[src/hw/rtl/sts_pkg.sv]
// Shared types and constants of the series trend statistics block.
package sts_pkg;

    localparam int unsigned SAMPLE_W     = 32;
    localparam int unsigned PERIOD_REG_W = 9;
    localparam int unsigned KIND_W       = 4;
    localparam int unsigned CFG_ADDR_W   = 1;

    localparam logic signed [SAMPLE_W-1:0] MIN_INIT = 32'sh7FFF_FFFF;
    localparam logic signed [SAMPLE_W-1:0] MAX_INIT = 32'sh8000_0000;

    typedef enum logic [CFG_ADDR_W-1:0] {
        CFG_T1_PERIOD = 1'b0,
        CFG_T2_PERIOD = 1'b1
    } t_cfg_idx;

    typedef enum logic [KIND_W-1:0] {
        KIND_EQ_1    = 4'd0,
        KIND_EQ_T1   = 4'd1,
        KIND_EQ_T2   = 4'd2,
        KIND_INC_1   = 4'd3,
        KIND_INC_T1  = 4'd4,
        KIND_INC_T2  = 4'd5,
        KIND_DEC_1   = 4'd6,
        KIND_DEC_T1  = 4'd7,
        KIND_DEC_T2  = 4'd8,
        KIND_MIN     = 4'd9,
        KIND_MAX     = 4'd10,
        KIND_MEAN    = 4'd11,
        KIND_LEAGUE  = 4'd12
    } t_kind;

    // one classified sample handed from front to back
    typedef struct packed {
        logic signed [SAMPLE_W-1:0] sample;
        logic                       last;
        logic                       first;    // first sample of the run
        logic                       take_t1;  // taken at stride T1
        logic                       take_t2;  // taken at stride T2
        logic                       drop;     // run already full
    } t_item;

endpackage

[src/hw/rtl/sts_front.sv]
// Front end: accepts samples, tracks run length and stride phases, tags each item.
module sts_front #(
    parameter int unsigned MAX_SAMPLES = 4096,
    parameter int unsigned MAX_PERIOD  = 256
) (
    input  logic                                   i_clk,
    input  logic                                   i_rst_n,
    input  logic [sts_pkg::PERIOD_REG_W-1:0]       i_t1_period,
    input  logic [sts_pkg::PERIOD_REG_W-1:0]       i_t2_period,
    input  logic                                   i_valid,
    input  logic signed [sts_pkg::SAMPLE_W-1:0]    i_sample,
    input  logic                                   i_last,
    input  logic                                   i_full,
    output logic                                   o_ready,
    output logic                                   o_push,
    output sts_pkg::t_item                         o_item
);
    import sts_pkg::*;

    localparam int unsigned CW   = $clog2(MAX_SAMPLES + 1);
    localparam int unsigned EPW  = $clog2(MAX_PERIOD + 1);
    localparam int unsigned CMPW = (EPW > PERIOD_REG_W) ? EPW : PERIOD_REG_W;
    localparam int unsigned PHW  = (MAX_PERIOD > 1) ? $clog2(MAX_PERIOD) : 1;

    logic [CW-1:0]   r_count;
    logic [PHW-1:0]  r_ph1, r_ph2;
    logic [CMPW-1:0] w_per1, w_per2, w_nx1, w_nx2;
    logic [PHW-1:0]  n_ph1, n_ph2;
    logic            w_drop;

    // zero acts as stride 1, oversize clamps to MAX_PERIOD
    assign w_per1 = (i_t1_period == '0) ? CMPW'(1) :
                    (CMPW'(i_t1_period) > CMPW'(MAX_PERIOD)) ? CMPW'(MAX_PERIOD) :
                    CMPW'(i_t1_period);
    assign w_per2 = (i_t2_period == '0) ? CMPW'(1) :
                    (CMPW'(i_t2_period) > CMPW'(MAX_PERIOD)) ? CMPW'(MAX_PERIOD) :
                    CMPW'(i_t2_period);

    assign w_nx1 = CMPW'(r_ph1) + CMPW'(1);
    assign w_nx2 = CMPW'(r_ph2) + CMPW'(1);
    assign n_ph1 = (w_nx1 >= w_per1) ? '0 : w_nx1[PHW-1:0];
    assign n_ph2 = (w_nx2 >= w_per2) ? '0 : w_nx2[PHW-1:0];

    assign w_drop  = (r_count == CW'(MAX_SAMPLES));
    assign o_ready = !i_full;
    assign o_push  = i_valid && !i_full;

    assign o_item.sample  = i_sample;
    assign o_item.last    = i_last;
    assign o_item.first   = (r_count == '0);
    assign o_item.take_t1 = (r_ph1 == '0);
    assign o_item.take_t2 = (r_ph2 == '0);
    assign o_item.drop    = w_drop;

    always_ff @(posedge i_clk) begin
        if (!i_rst_n) begin
            r_count <= '0;
            r_ph1   <= '0;
            r_ph2   <= '0;
        end else if (o_push) begin
            if (i_last) begin
                r_count <= '0;
                r_ph1   <= '0;
                r_ph2   <= '0;
            end else if (!w_drop) begin
                r_count <= r_count + CW'(1);
                r_ph1   <= n_ph1;
                r_ph2   <= n_ph2;
            end
        end
    end

endmodule

[src/hw/rtl/sts_queue.sv]
// Small item queue between front and back.
module sts_queue (
    input  logic           i_clk,
    input  logic           i_rst_n,
    input  logic           i_push,
    input  sts_pkg::t_item i_item,
    input  logic           i_pop,
    output sts_pkg::t_item o_item,
    output logic           o_empty,
    output logic           o_full
);
    import sts_pkg::*;

    localparam int unsigned DEPTH = 4;
    localparam int unsigned AW    = $clog2(DEPTH);

    t_item         r_mem [DEPTH];
    logic [AW-1:0] r_wr_ptr, r_rd_ptr;
    logic [AW:0]   r_fill;

    assign o_empty = (r_fill == '0);
    assign o_full  = (r_fill == (AW+1)'(DEPTH));
    assign o_item  = r_mem[r_rd_ptr];

    always_ff @(posedge i_clk) begin
        if (i_push) begin
            r_mem[r_wr_ptr] <= i_item;
        end
    end

    always_ff @(posedge i_clk) begin
        if (!i_rst_n) begin
            r_wr_ptr <= '0;
            r_rd_ptr <= '0;
            r_fill   <= '0;
        end else begin
            if (i_push) begin
                r_wr_ptr <= r_wr_ptr + AW'(1);
            end
            if (i_pop) begin
                r_rd_ptr <= r_rd_ptr + AW'(1);
            end
            if (i_push && !i_pop) begin
                r_fill <= r_fill + (AW+1)'(1);
            end else if (!i_push && i_pop) begin
                r_fill <= r_fill - (AW+1)'(1);
            end
        end
    end

endmodule

[src/hw/rtl/sts_back.sv]
// Back end: trend counting, min/max/sum, mean division and result emission.
module sts_back #(
    parameter int unsigned MAX_SAMPLES = 4096
) (
    input  logic                                   i_clk,
    input  logic                                   i_rst_n,
    input  logic                                   i_valid,
    input  sts_pkg::t_item                         i_item,
    output logic                                   o_pop,
    output logic                                   o_valid,
    input  logic                                   i_ready,
    output logic [sts_pkg::KIND_W-1:0]             o_kind,
    output logic signed [sts_pkg::SAMPLE_W-1:0]    o_value,
    output logic                                   o_last
);
    import sts_pkg::*;

    localparam int unsigned CW    = $clog2(MAX_SAMPLES + 1);
    localparam int unsigned KW    = (MAX_SAMPLES > 1) ? $clog2(MAX_SAMPLES) : 1;
    localparam int unsigned SUM_W = SAMPLE_W + $clog2(MAX_SAMPLES);
    localparam int unsigned STW   = $clog2(SUM_W);

    typedef enum logic [1:0] {
        S_ACCUM,
        S_LOAD,
        S_DIVIDE,
        S_EMIT
    } t_state;

    t_state                     r_state;
    logic [CW-1:0]              r_count;
    logic signed [SAMPLE_W-1:0] r_prior, r_held1, r_held2;
    logic signed [SAMPLE_W-1:0] r_min, r_max;
    logic signed [SUM_W-1:0]    r_sum;
    logic [KW-1:0]              r_tc [9];
    logic [SUM_W-1:0]           r_quo;
    logic [CW:0]                r_rem;
    logic                       r_neg;
    logic [STW-1:0]             r_step;
    t_kind                      r_kind;

    logic signed [SAMPLE_W-1:0] w_s;
    logic signed [SAMPLE_W-1:0] w_ref [3];
    logic [2:0]                 w_en;
    logic [CW:0]                w_rem_sh;
    logic                       w_ge;
    logic [SAMPLE_W-1:0]        w_mean, w_league;
    logic [SUM_W-1:0]           w_mag;

    assign o_pop = (r_state == S_ACCUM) && i_valid;
    assign w_s   = i_item.sample;

    // newer sample of each pair and whether that stride compares this item
    assign w_ref[0] = r_prior;
    assign w_ref[1] = r_held1;
    assign w_ref[2] = r_held2;
    assign w_en[0]  = !i_item.first;
    assign w_en[1]  = !i_item.first && i_item.take_t1;
    assign w_en[2]  = !i_item.first && i_item.take_t2;

    // restoring division, one quotient bit per cycle
    assign w_rem_sh = {r_rem[CW-1:0], r_quo[SUM_W-1]};
    assign w_ge     = (w_rem_sh >= {1'b0, r_count});
    assign w_mag    = r_sum[SUM_W-1] ? SUM_W'(-r_sum) : SUM_W'(r_sum);

    assign w_mean   = r_neg ? (-r_quo[SAMPLE_W-1:0]) : r_quo[SAMPLE_W-1:0];
    assign w_league = SAMPLE_W'(r_tc[0]) + SAMPLE_W'({r_tc[3], 1'b0}) + SAMPLE_W'(r_tc[3]);

    assign o_valid = (r_state == S_EMIT);
    assign o_kind  = r_kind;
    assign o_last  = (r_kind == KIND_LEAGUE);

    always_comb begin
        case (r_kind)
            KIND_EQ_1:   o_value = SAMPLE_W'(r_tc[0]);
            KIND_EQ_T1:  o_value = SAMPLE_W'(r_tc[1]);
            KIND_EQ_T2:  o_value = SAMPLE_W'(r_tc[2]);
            KIND_INC_1:  o_value = SAMPLE_W'(r_tc[3]);
            KIND_INC_T1: o_value = SAMPLE_W'(r_tc[4]);
            KIND_INC_T2: o_value = SAMPLE_W'(r_tc[5]);
            KIND_DEC_1:  o_value = SAMPLE_W'(r_tc[6]);
            KIND_DEC_T1: o_value = SAMPLE_W'(r_tc[7]);
            KIND_DEC_T2: o_value = SAMPLE_W'(r_tc[8]);
            KIND_MIN:    o_value = r_min;
            KIND_MAX:    o_value = r_max;
            KIND_MEAN:   o_value = w_mean;
            KIND_LEAGUE: o_value = w_league;
            default:     o_value = '0;
        endcase
    end

    // held samples and the divider are payload: the first item of a run loads the held samples, S_LOAD the divider
    always_ff @(posedge i_clk) begin
        if (!i_rst_n) begin
            r_state <= S_ACCUM;
            r_count <= '0;
            r_min   <= MIN_INIT;
            r_max   <= MAX_INIT;
            r_sum   <= '0;
            r_kind  <= KIND_EQ_1;
            r_step  <= '0;
            for (int j = 0; j < 9; j++) begin
                r_tc[j] <= '0;
            end
        end else begin
            case (r_state)
                S_ACCUM: begin
                    if (o_pop) begin
                        if (!i_item.drop) begin
                            for (int j = 0; j < 3; j++) begin
                                if (w_en[j]) begin
                                    if (w_ref[j] == w_s) begin
                                        r_tc[j] <= r_tc[j] + KW'(1);
                                    end else if (w_ref[j] > w_s) begin
                                        r_tc[3+j] <= r_tc[3+j] + KW'(1);
                                    end else begin
                                        r_tc[6+j] <= r_tc[6+j] + KW'(1);
                                    end
                                end
                            end
                            r_prior <= w_s;
                            if (i_item.take_t1) begin
                                r_held1 <= w_s;
                            end
                            if (i_item.take_t2) begin
                                r_held2 <= w_s;
                            end
                            if (w_s < r_min) begin
                                r_min <= w_s;
                            end
                            if (w_s > r_max) begin
                                r_max <= w_s;
                            end
                            r_sum   <= r_sum + SUM_W'(w_s);
                            r_count <= r_count + CW'(1);
                        end
                        if (i_item.last) begin
                            r_state <= S_LOAD;
                        end
                    end
                end
                S_LOAD: begin
                    // sum and count now include the last item, unless it was dropped
                    r_quo   <= w_mag;
                    r_neg   <= r_sum[SUM_W-1];
                    r_rem   <= '0;
                    r_step  <= '0;
                    r_state <= S_DIVIDE;
                end
                S_DIVIDE: begin
                    r_rem  <= w_ge ? (w_rem_sh - {1'b0, r_count}) : w_rem_sh;
                    r_quo  <= {r_quo[SUM_W-2:0], w_ge};
                    r_step <= r_step + STW'(1);
                    if (r_step == STW'(SUM_W - 1)) begin
                        r_state <= S_EMIT;
                        r_kind  <= KIND_EQ_1;
                    end
                end
                S_EMIT: begin
                    if (i_ready) begin
                        if (r_kind == KIND_LEAGUE) begin
                            r_state <= S_ACCUM;
                            r_count <= '0;
                            r_min   <= MIN_INIT;
                            r_max   <= MAX_INIT;
                            r_sum   <= '0;
                            for (int j = 0; j < 9; j++) begin
                                r_tc[j] <= '0;
                            end
                        end else begin
                            r_kind <= t_kind'(r_kind + KIND_W'(1));
                        end
                    end
                end
                default: r_state <= S_ACCUM;
            endcase
        end
    end

endmodule

[src/hw/rtl/series_trend_statistics.sv]
// Top level of the series trend statistics block.
module series_trend_statistics #(
    parameter int unsigned MAX_SAMPLES = 4096,
    parameter int unsigned MAX_PERIOD  = 256
) (
    input  logic                                   i_clk,
    input  logic                                   i_rst_n,
    // configuration write port
    input  logic                                   i_cfg_we,
    input  logic [sts_pkg::CFG_ADDR_W-1:0]         i_cfg_addr,
    input  logic [sts_pkg::PERIOD_REG_W-1:0]       i_cfg_wdata,
    // sample input
    input  logic                                   i_s_axis_tvalid,
    output logic                                   o_s_axis_tready,
    input  logic [31:0]                            i_s_axis_tdata,  // [31:0] sample
    input  logic                                   i_s_axis_tlast,  // last_sample
    // statistic output
    output logic                                   o_m_axis_tvalid,
    input  logic                                   i_m_axis_tready,
    output logic [31:0]                            o_m_axis_tdata,  // [31:0] stat_value
    output logic [3:0]                             o_m_axis_tuser,  // [3:0] stat_kind
    output logic                                   o_m_axis_tlast   // last_stat
);
    // Samples (signed Q16.16, newest first) stream in one per cycle while the
    // queue has room. The front end tags each item with its stride phases and
    // run position and marks items past MAX_SAMPLES to be dropped; a 4-entry
    // queue hands items to the back end, which updates the trend counters, min,
    // max and sum at one item per cycle while accumulating. The item marked last
    // makes the back end latch the final sum, then divide it by the sample
    // count, one quotient bit per cycle, then emit the 13 statistics in kind
    // order, one per accepted output cycle, tlast on the league points. The
    // input keeps flowing until the queue fills during the divide and emit
    // phases.
    // Stride registers: index 0 is T1 (reset 5), index 1 is T2 (reset 20);
    // write them only while the block is idle.
    import sts_pkg::*;

    logic [PERIOD_REG_W-1:0] r_t1_period, r_t2_period;
    logic                    w_push, w_pop, w_empty, w_full;
    t_item                   w_in_item, w_q_item;

    always_ff @(posedge i_clk) begin
        if (!i_rst_n) begin
            r_t1_period <= PERIOD_REG_W'(5);
            r_t2_period <= PERIOD_REG_W'(20);
        end else if (i_cfg_we) begin
            case (t_cfg_idx'(i_cfg_addr))
                CFG_T1_PERIOD: r_t1_period <= i_cfg_wdata;
                CFG_T2_PERIOD: r_t2_period <= i_cfg_wdata;
                default: ;
            endcase
        end
    end

    sts_front #(
        .MAX_SAMPLES (MAX_SAMPLES),
        .MAX_PERIOD  (MAX_PERIOD)
    ) u_front (
        .i_clk       (i_clk),
        .i_rst_n     (i_rst_n),
        .i_t1_period (r_t1_period),
        .i_t2_period (r_t2_period),
        .i_valid     (i_s_axis_tvalid),
        .i_sample    (i_s_axis_tdata),
        .i_last      (i_s_axis_tlast),
        .i_full      (w_full),
        .o_ready     (o_s_axis_tready),
        .o_push      (w_push),
        .o_item      (w_in_item)
    );

    sts_queue u_queue (
        .i_clk   (i_clk),
        .i_rst_n (i_rst_n),
        .i_push  (w_push),
        .i_item  (w_in_item),
        .i_pop   (w_pop),
        .o_item  (w_q_item),
        .o_empty (w_empty),
        .o_full  (w_full)
    );

    sts_back #(
        .MAX_SAMPLES (MAX_SAMPLES)
    ) u_back (
        .i_clk   (i_clk),
        .i_rst_n (i_rst_n),
        .i_valid (!w_empty),
        .i_item  (w_q_item),
        .o_pop   (w_pop),
        .o_valid (o_m_axis_tvalid),
        .i_ready (i_m_axis_tready),
        .o_kind  (o_m_axis_tuser),
        .o_value (o_m_axis_tdata),
        .o_last  (o_m_axis_tlast)
    );

`ifndef ASSERT_OFF
    // back end never consumes items while emitting statistics
    a_no_pop_in_emit: assert property (@(posedge i_clk) disable iff (!i_rst_n)
        w_pop |-> !o_m_axis_tvalid)
        else $error("item consumed during emission");

    // only the league statistic closes a run
    a_last_is_league: assert property (@(posedge i_clk) disable iff (!i_rst_n)
        o_m_axis_tlast |-> (o_m_axis_tuser == KIND_LEAGUE))
        else $error("tlast on wrong statistic");

    // after the final statistic the back end returns to accumulating
    a_idle_after_last: assert property (@(posedge i_clk) disable iff (!i_rst_n)
        (o_m_axis_tvalid && i_m_axis_tready && o_m_axis_tlast) |=> !o_m_axis_tvalid)
        else $error("emission continued past last statistic");
`endif

endmodule

[config.mk]
export PLATFORM = sky130hd
export DESIGN_NAME = series_trend_statistics
export DESIGN_NICKNAME = d
export VERILOG_FILES = /design/src/hw/rtl/sts_pkg.sv /design/src/hw/rtl/sts_front.sv /design/src/hw/rtl/sts_queue.sv /design/src/hw/rtl/sts_back.sv /design/src/hw/rtl/series_trend_statistics.sv
export SDC_FILE = /design/constraint.sdc
export NUM_CORES = 1
export LEC_CHECK = 0
export BUFFER_PORTS_ARGS = -buffer_cell sky130_fd_sc_hd__buf_2
export CAP_MARGIN = 20
export CORE_AREA = 3 3 233 281
export DETAILED_ROUTE_END_ITERATION = 8
export DIE_AREA = 0 0 236 284
export GPL_ROUTABILITY_DRIVEN = 0
export PLACE_DENSITY_LB_ADDON = 0.1
export SYNTH_ARGS = -nofsm -noshare
export SYNTH_HDL_FRONTEND = slang
export SYNTH_SLANG_ARGS = --single-unit
export TNS_END_PERCENT = 5
[constraint.sdc]
create_clock -name i_clk -period 5.7 [get_ports i_clk]
set_input_delay 0.285 -clock i_clk [delete_from_list [all_inputs] [get_ports i_clk]]
set_output_delay 0.285 -clock i_clk [all_outputs]
set_load 0.02 [all_outputs]
---- Yosys cells after proc, flatten, opt, wreduce, memory -nomap -nowiden ----
Memories as Yosys holds them, arrays and structs flattened. A register that Yosys moved wholly into a read port is not among the register bits.
Index checks and enable logic that the tools add are counted.
Widths: inputs -> output; s select.
operators by class
  mux-type cells .......................... 150
  reductions and logical operators ........ 36
  magnitude comparators ................... 10
  add/subtract/negate cells ............... 25
  equality and inequality tests ........... 31
  bitwise gates (word level) .............. 20
operators with widths
  cell                   number
  $pmux 32 s13           1
  $mux 32                11
  $mux 44                5
  $mux 12                18
  $pmux 44 s2            2
  $gt 32x32->1           4
  $pmux 32 s2            2
  $add 12x1->12 const B  9
  $eq 32x32->1           3
  $mux 13                7
  $mux 1                 77
  $pmux 13 s2            2
  $mux 8                 6
  $add 44x32->44         1
  $neg 44->44            1
  $mux 9                 4
  $add 32x12->32         1
  $lt 32x32->1           1
  $neg 32->32            1
  $add 13x1->13 const B  2
  $eq 4x4->1 const B     5
  $reduce_and 5->1       4
  $add 8x1->9 const B    2
  $ge 9x9->1             2
  39 further kinds       101
storage, ports and cells
  register bits after elaboration ......... 341
  output and inout bits ................... 39
  bits in writable memories ............... 256
  memories ................................ 2
  logic and storage cells ................. 295
  bits of input ports ..................... 48
memories
  memory         words  bits a word  rd ports  clocked after Yosys merged registers in  write ports  line             source
  u_queue.r_mem  4      37           1         1                                        1            sts_queue.sv:17  t_item r_mem [DEPTH];
  u_back.r_tc    9      12           9         0                                        9            sts_back.sv:35   logic [KW-1:0] r_tc [9];

---- Longest topological paths before layout ----
  depth after elaboration ................. 11
  depth in mapped cells ................... 18
  depth with buffers taken out ............ 18

---- By module ----
Synthesis repeated with hierarchy kept, for this count alone.
unflattened totals
  cells, all modules ...................... 3309
  area, all modules ....................... 34336.7 um^2
by module, submodules not included
  module                   cells an instance  instances  sequential area each (um^2)  area an instance (um^2)
  sts_back                 2697               1          9929.5                       25421.9
  sts_queue                236                1          4624.4                       5840.6
  sts_front                301                1          580.6                        2367.3
  series_trend_statistics  75                 1          360.3                        706.9

---- Least setup slack after synthesis ----
Ideal clock, no wire load.
  path type ............................... reg2reg
  from .................................... reg (tool-made name)
  to ...................................... mem u_back.r_tc[0][36] (netlist bit) (enable)
  library setup time ...................... 398 ps
  cell stages (with the launch flop) ...... 15
  data required time ...................... 5302 ps
  buffers on the path ..................... 2
  clock period less this slack ............ 4727 ps
  slack ................................... 973 ps
  arrival time ............................ 4329 ps
  cell sequence ........................... dfxtp_1 -> buf_2 -> buf_1 -> mux4_2 -> inv_1 -> ha_1 -> a21o_1 -> a21o_1 -> a21o_1 -> a21o_1 -> a211oi_1 -> o2111a_1 -> or3_1 -> nand2_1 -> o21ai_0
RTL lines
  item              line
  end: declaration  sts_back.sv:35

==> results.py <==
metrics = {
    "floorplanning": {
        "initial_utilization_pct": 54.7,
        "fp.coreArea_um2": 63100,
        "dieArea_um2": 67000,
        "rows": 101,
        "die_w_um": 236,
        "ios": 87,
        "chipHeight_um": 284,
    },
    "critical_path": {
        "critical_path_class": "reg2reg",
        "worstPathArrival_ps": 5650,
        "sort_of_element_at_the_start_of_the_critical_path": "flop",
        "timing.critical_path.to_type": "flop",
        "worst_ep_required_time_ps": 6200,
        "critical_path_peak_fanout": 22,
    },
    "global_routing": {
        "largest_net_degree_at_the_start_of_global_routing": 92,
        "grt-ovfl-total": 0,
        "number_of_antenna_violations_at_the_first_check_in_global_routing": 5,
        "grt_util_all_layers_pct": 28.5,
        "wire_length_of_the_first_global_routing_pass_um": 153000,
        "first_global_vias": 27405,
    },
    "power": {
        "swShare_pct": 41.1,
        "power.total_uw": 19700,
        "power.ir.vdd_worst_mv": 0.303,
        "portion_of_total_power_attributed_to_the_clock_network_pct": 22.6,
        "power_frac_seq_pct": 33.8,
        "power_leakage_uw": 0.0152,
        "combPwrFrac_pct": 43.6,
        "cellInternalPower_uw": 11600,
        "power.switching_uw": 8090,
        "power_per_cell_area_nw_per_um2": 511,
    },
    "sta": {
        "layout_worst_path_cycle_share_pct": 90.3,
        "finalSetupTns_ps": 0,
        "slew_violations": 0,
        "finalSetupViolCount": 0,
        "timing.max_slew.rel_slack_pct": 28.4,
        "timing_hold_violations_final": 0,
        "rsz0062_at_grt": "no",
        "hold-worst-slack_ps": 102,
        "timing_worst_slew_pin_value_ps": 1070,
        "timing.final.crit_period_ps": 5150,
        "fmaxAchievable_mhz": 194,
        "fin_skew_ps": 34.9,
    },
    "layout": {
        "final_net_count": 3880,
        "drive_above_1_share_pct": 9.05,
        "synthToLayoutAreaGrowth_pct": 11.7,
        "postLayoutCoreUtil_pct": 61.1,
    },
    "logic_synthesis": {
        "synth.most_common_cell": "sky130_fd_sc_hd__edfxtp_1",
        "synth_enable_flop_cells": 350,
        "synth_nets": 3779,
        "postSynthRegisterBits": 599,
        "synthDominantCellAreaShare_pct": 30.5,
        "ys_top_cells_by_count": "sky130_fd_sc_hd__edfxtp_1 (350), sky130_fd_sc_hd__nand2_1 (291), sky130_fd_sc_hd__ha_1 (288)",
        "mapped_avg_cell_area_um2": 10.0,
        "syn-cell-area_um2": 34500,
        "async_s_r_ff_share_synth_pct": 0,
        "synthesis.instances": 3438,
        "synth_cell_types": 80,
        "post_synth_top_area_cell": "sky130_fd_sc_hd__edfxtp_1",
        "synth-warning-count": 0,
        "ys.flop_type": "sky130_fd_sc_hd__edfxtp_1",
        "synth.top_cells.by_area": "sky130_fd_sc_hd__edfxtp_1 (30%), sky130_fd_sc_hd__dfxtp_1 (14%), sky130_fd_sc_hd__ha_1 (10%)",
        "synth-seq-area-share_pct": 44.9,
    },
    "clocking": {
        "postCtsHoldBufs": 42,
        "clk_transition_reported_paths_ps": 60,
        "clock-root-buffer": "sky130_fd_sc_hd__clkbuf_16",
        "cts_made_buffers": 67,
        "h-tree-depth": 3,
        "tritoncts": "built",
        "clock_sink_count": 599,
        "cts_resized": 0,
        "cts_max_path_buffers": 3,
        "insertion_delay_ps": 630,
        "cts.repair_timing.setup_buffer_count": 0,
    },
    "placed_design": {
        "dp_hpwl_um": 71200,
        "port_buffers": 86,
    },
    "worst_hold_path": {
        "hold_path_class": "in2reg",
    },
    "drt": {
        "drtIter0Drc": 2326,
        "detailed_route_drc_error_count": 0,
        "drt.antenna.violating_nets": 0,
        "post_drt_via_cell_ratio": 6.29,
        "avgRoutedWirePerCell_um": 22.0,
        "wirelength_um": 97000,
        "num_vias": 27787,
        "drtPass1Iterations": 6,
    },
    "job": {
        "cap_violations": 0,
    },
    "outcome": {
        "run_status": "finished, final reports clean",
    },
}
sequential cells by signal, summed over array words and instances (netlist names), 3 cells and up, named ones only:
name and count:
r_t2_period 9, u_back.r_held1 32, u_front.r_count 13, u_front.r_ph2 8
u_back.o_kind 4, u_back.r_quo 44, u_back.r_count 13, u_back.r_min 32
u_queue.r_fill 3, u_front.r_ph1 8, u_back.r_step 6, u_back.r_max 32
u_queue.r_mem 148, u_back.r_prior 32, u_back.r_sum 44, u_back.r_held2 32
u_back.r_rem 13, u_back.r_tc 108, r_t1_period 9
through the flow:
step / instances / setup slack (ps) / area, um^2
2_1_floorplan: 3438 / 973 / 34500
3_3_place_gp: 4250 / 648 / 35800
6_report: 4418 / 553 / 38600
3_5_place_dp: 4250 / 600 / 35800
4_1_cts: 4415 / 562 / 38500
5_1_grt: 4418 / 197 / 38600
per-layer routing:
metal | GRT usage (%) | up-vias | share of wire [%]
li1 | - | 12995 | -
met4 | 14.8 | 4 | 5.5
met2 | 47.9 | 1037 | 48
met1 | 35.8 | 13489 | 41
met5 | 0 | - | 0.023
met3 | 3.80 | 262 | 5.9
final cells by class:
class / count / area (um^2)
multi-input cells: 2509 / 17800
flip-flops and latches: 599 / 15500
clock buffers: 91 / 1820
well taps: 824 / 1030
fillers: 5114 / 24500
clock inverters: 32 / 440
repair buffers: 171 / 1200
diodes: 1 / 2.50
inverters: 191 / 717
worst max-delay path: stages (launching register included):
cell                       delay (ps)
sky130_fd_sc_hd__dfxtp_2          880
sky130_fd_sc_hd__mux4_2           690
sky130_fd_sc_hd__ha_1             240
sky130_fd_sc_hd__fa_1             420
sky130_fd_sc_hd__a211oi_1         290
sky130_fd_sc_hd__o21ai_0          190
sky130_fd_sc_hd__and3_1           240
sky130_fd_sc_hd__o31ai_1          790
sky130_fd_sc_hd__a21oi_1          190
sky130_fd_sc_hd__o31ai_1          350
sky130_fd_sc_hd__a21oi_1          140
sky130_fd_sc_hd__or3_1            320
sky130_fd_sc_hd__a32o_1           250
cell usage in the layout, fill, tap and decap left out, types with 25 or more instances in the layout:
| cell type | n |
|---|---|
| sky130_fd_sc_hd__a21o_1 | 95 |
| sky130_fd_sc_hd__a21oi_1 | 161 |
| sky130_fd_sc_hd__a22oi_1 | 66 |
| sky130_fd_sc_hd__and2_1 | 26 |
| sky130_fd_sc_hd__and3_1 | 57 |
| sky130_fd_sc_hd__buf_2 | 85 |
| sky130_fd_sc_hd__buf_4 | 41 |
| sky130_fd_sc_hd__clkbuf_16 | 67 |
| sky130_fd_sc_hd__dfxtp_1 | 247 |
| sky130_fd_sc_hd__dlygate4sd3_1 | 42 |
| sky130_fd_sc_hd__edfxtp_1 | 350 |
| sky130_fd_sc_hd__ha_1 | 287 |
| sky130_fd_sc_hd__inv_1 | 188 |
| sky130_fd_sc_hd__mux2i_1 | 25 |
| sky130_fd_sc_hd__mux4_2 | 36 |
| sky130_fd_sc_hd__nand2_1 | 291 |
| sky130_fd_sc_hd__nand3_1 | 160 |
| sky130_fd_sc_hd__nand4_1 | 73 |
| sky130_fd_sc_hd__nor2_1 | 230 |
| sky130_fd_sc_hd__nor2b_1 | 32 |
| sky130_fd_sc_hd__nor3_1 | 49 |
| sky130_fd_sc_hd__o21ai_0 | 235 |
| sky130_fd_sc_hd__o22a_1 | 31 |
| sky130_fd_sc_hd__o31ai_1 | 37 |
| sky130_fd_sc_hd__o41a_1 | 31 |
| sky130_fd_sc_hd__or3_1 | 30 |
| sky130_fd_sc_hd__xnor2_1 | 89 |
| sky130_fd_sc_hd__xor2_1 | 140 |
logic make-up (layout without fill, tap and decap cells):
kind of cell	Yosys count	count (layout)	synth area share [%]
and+or+nand+nor	1067	1067	15.1
AOI/OAI and AO/OA	856	856	16.7
DFF	599	599	44.9
buffers and inverters	330	485	3.59
adders and majority gates	293	293	10.7
xor gates and xnor gates	229	229	5.81
muxes	64	64	3.17
other	0	1	0
power by group through the flow:
| stage | combinational [uW] | sequential [uW] | clock, uW |
|---|---|---|---|
| after CTS | 8490 | 6640 | 4520 |
| after floorplan | 6180 | 6360 | 0 |
| after global routing | 9540 | 6760 | 4690 |
| after detailed placement | 8390 | 6720 | 0 |
| final | 8580 | 6670 | 4450 |
| after global placement | 8120 | 6690 | 0 |
path summary, 6_finish.rpt:
| kind | cells past startpoint | from | endpoint | slack, ps |
|---|---|---|---|---|
| hold reg to reg | 2 | r_t2_period[5] | r_t2_period[5] | 470 |
| hold / removal | 4 | i_cfg_addr | r_t1_period[5] | 100 |
| setup / recovery | 12 | flop | u_back.r_sum[28] | 550 |
| setup reg to reg | 12 | flop | u_back.r_sum[28] | 550 |
Note: power is estimated with default switching activity, not from simulation.
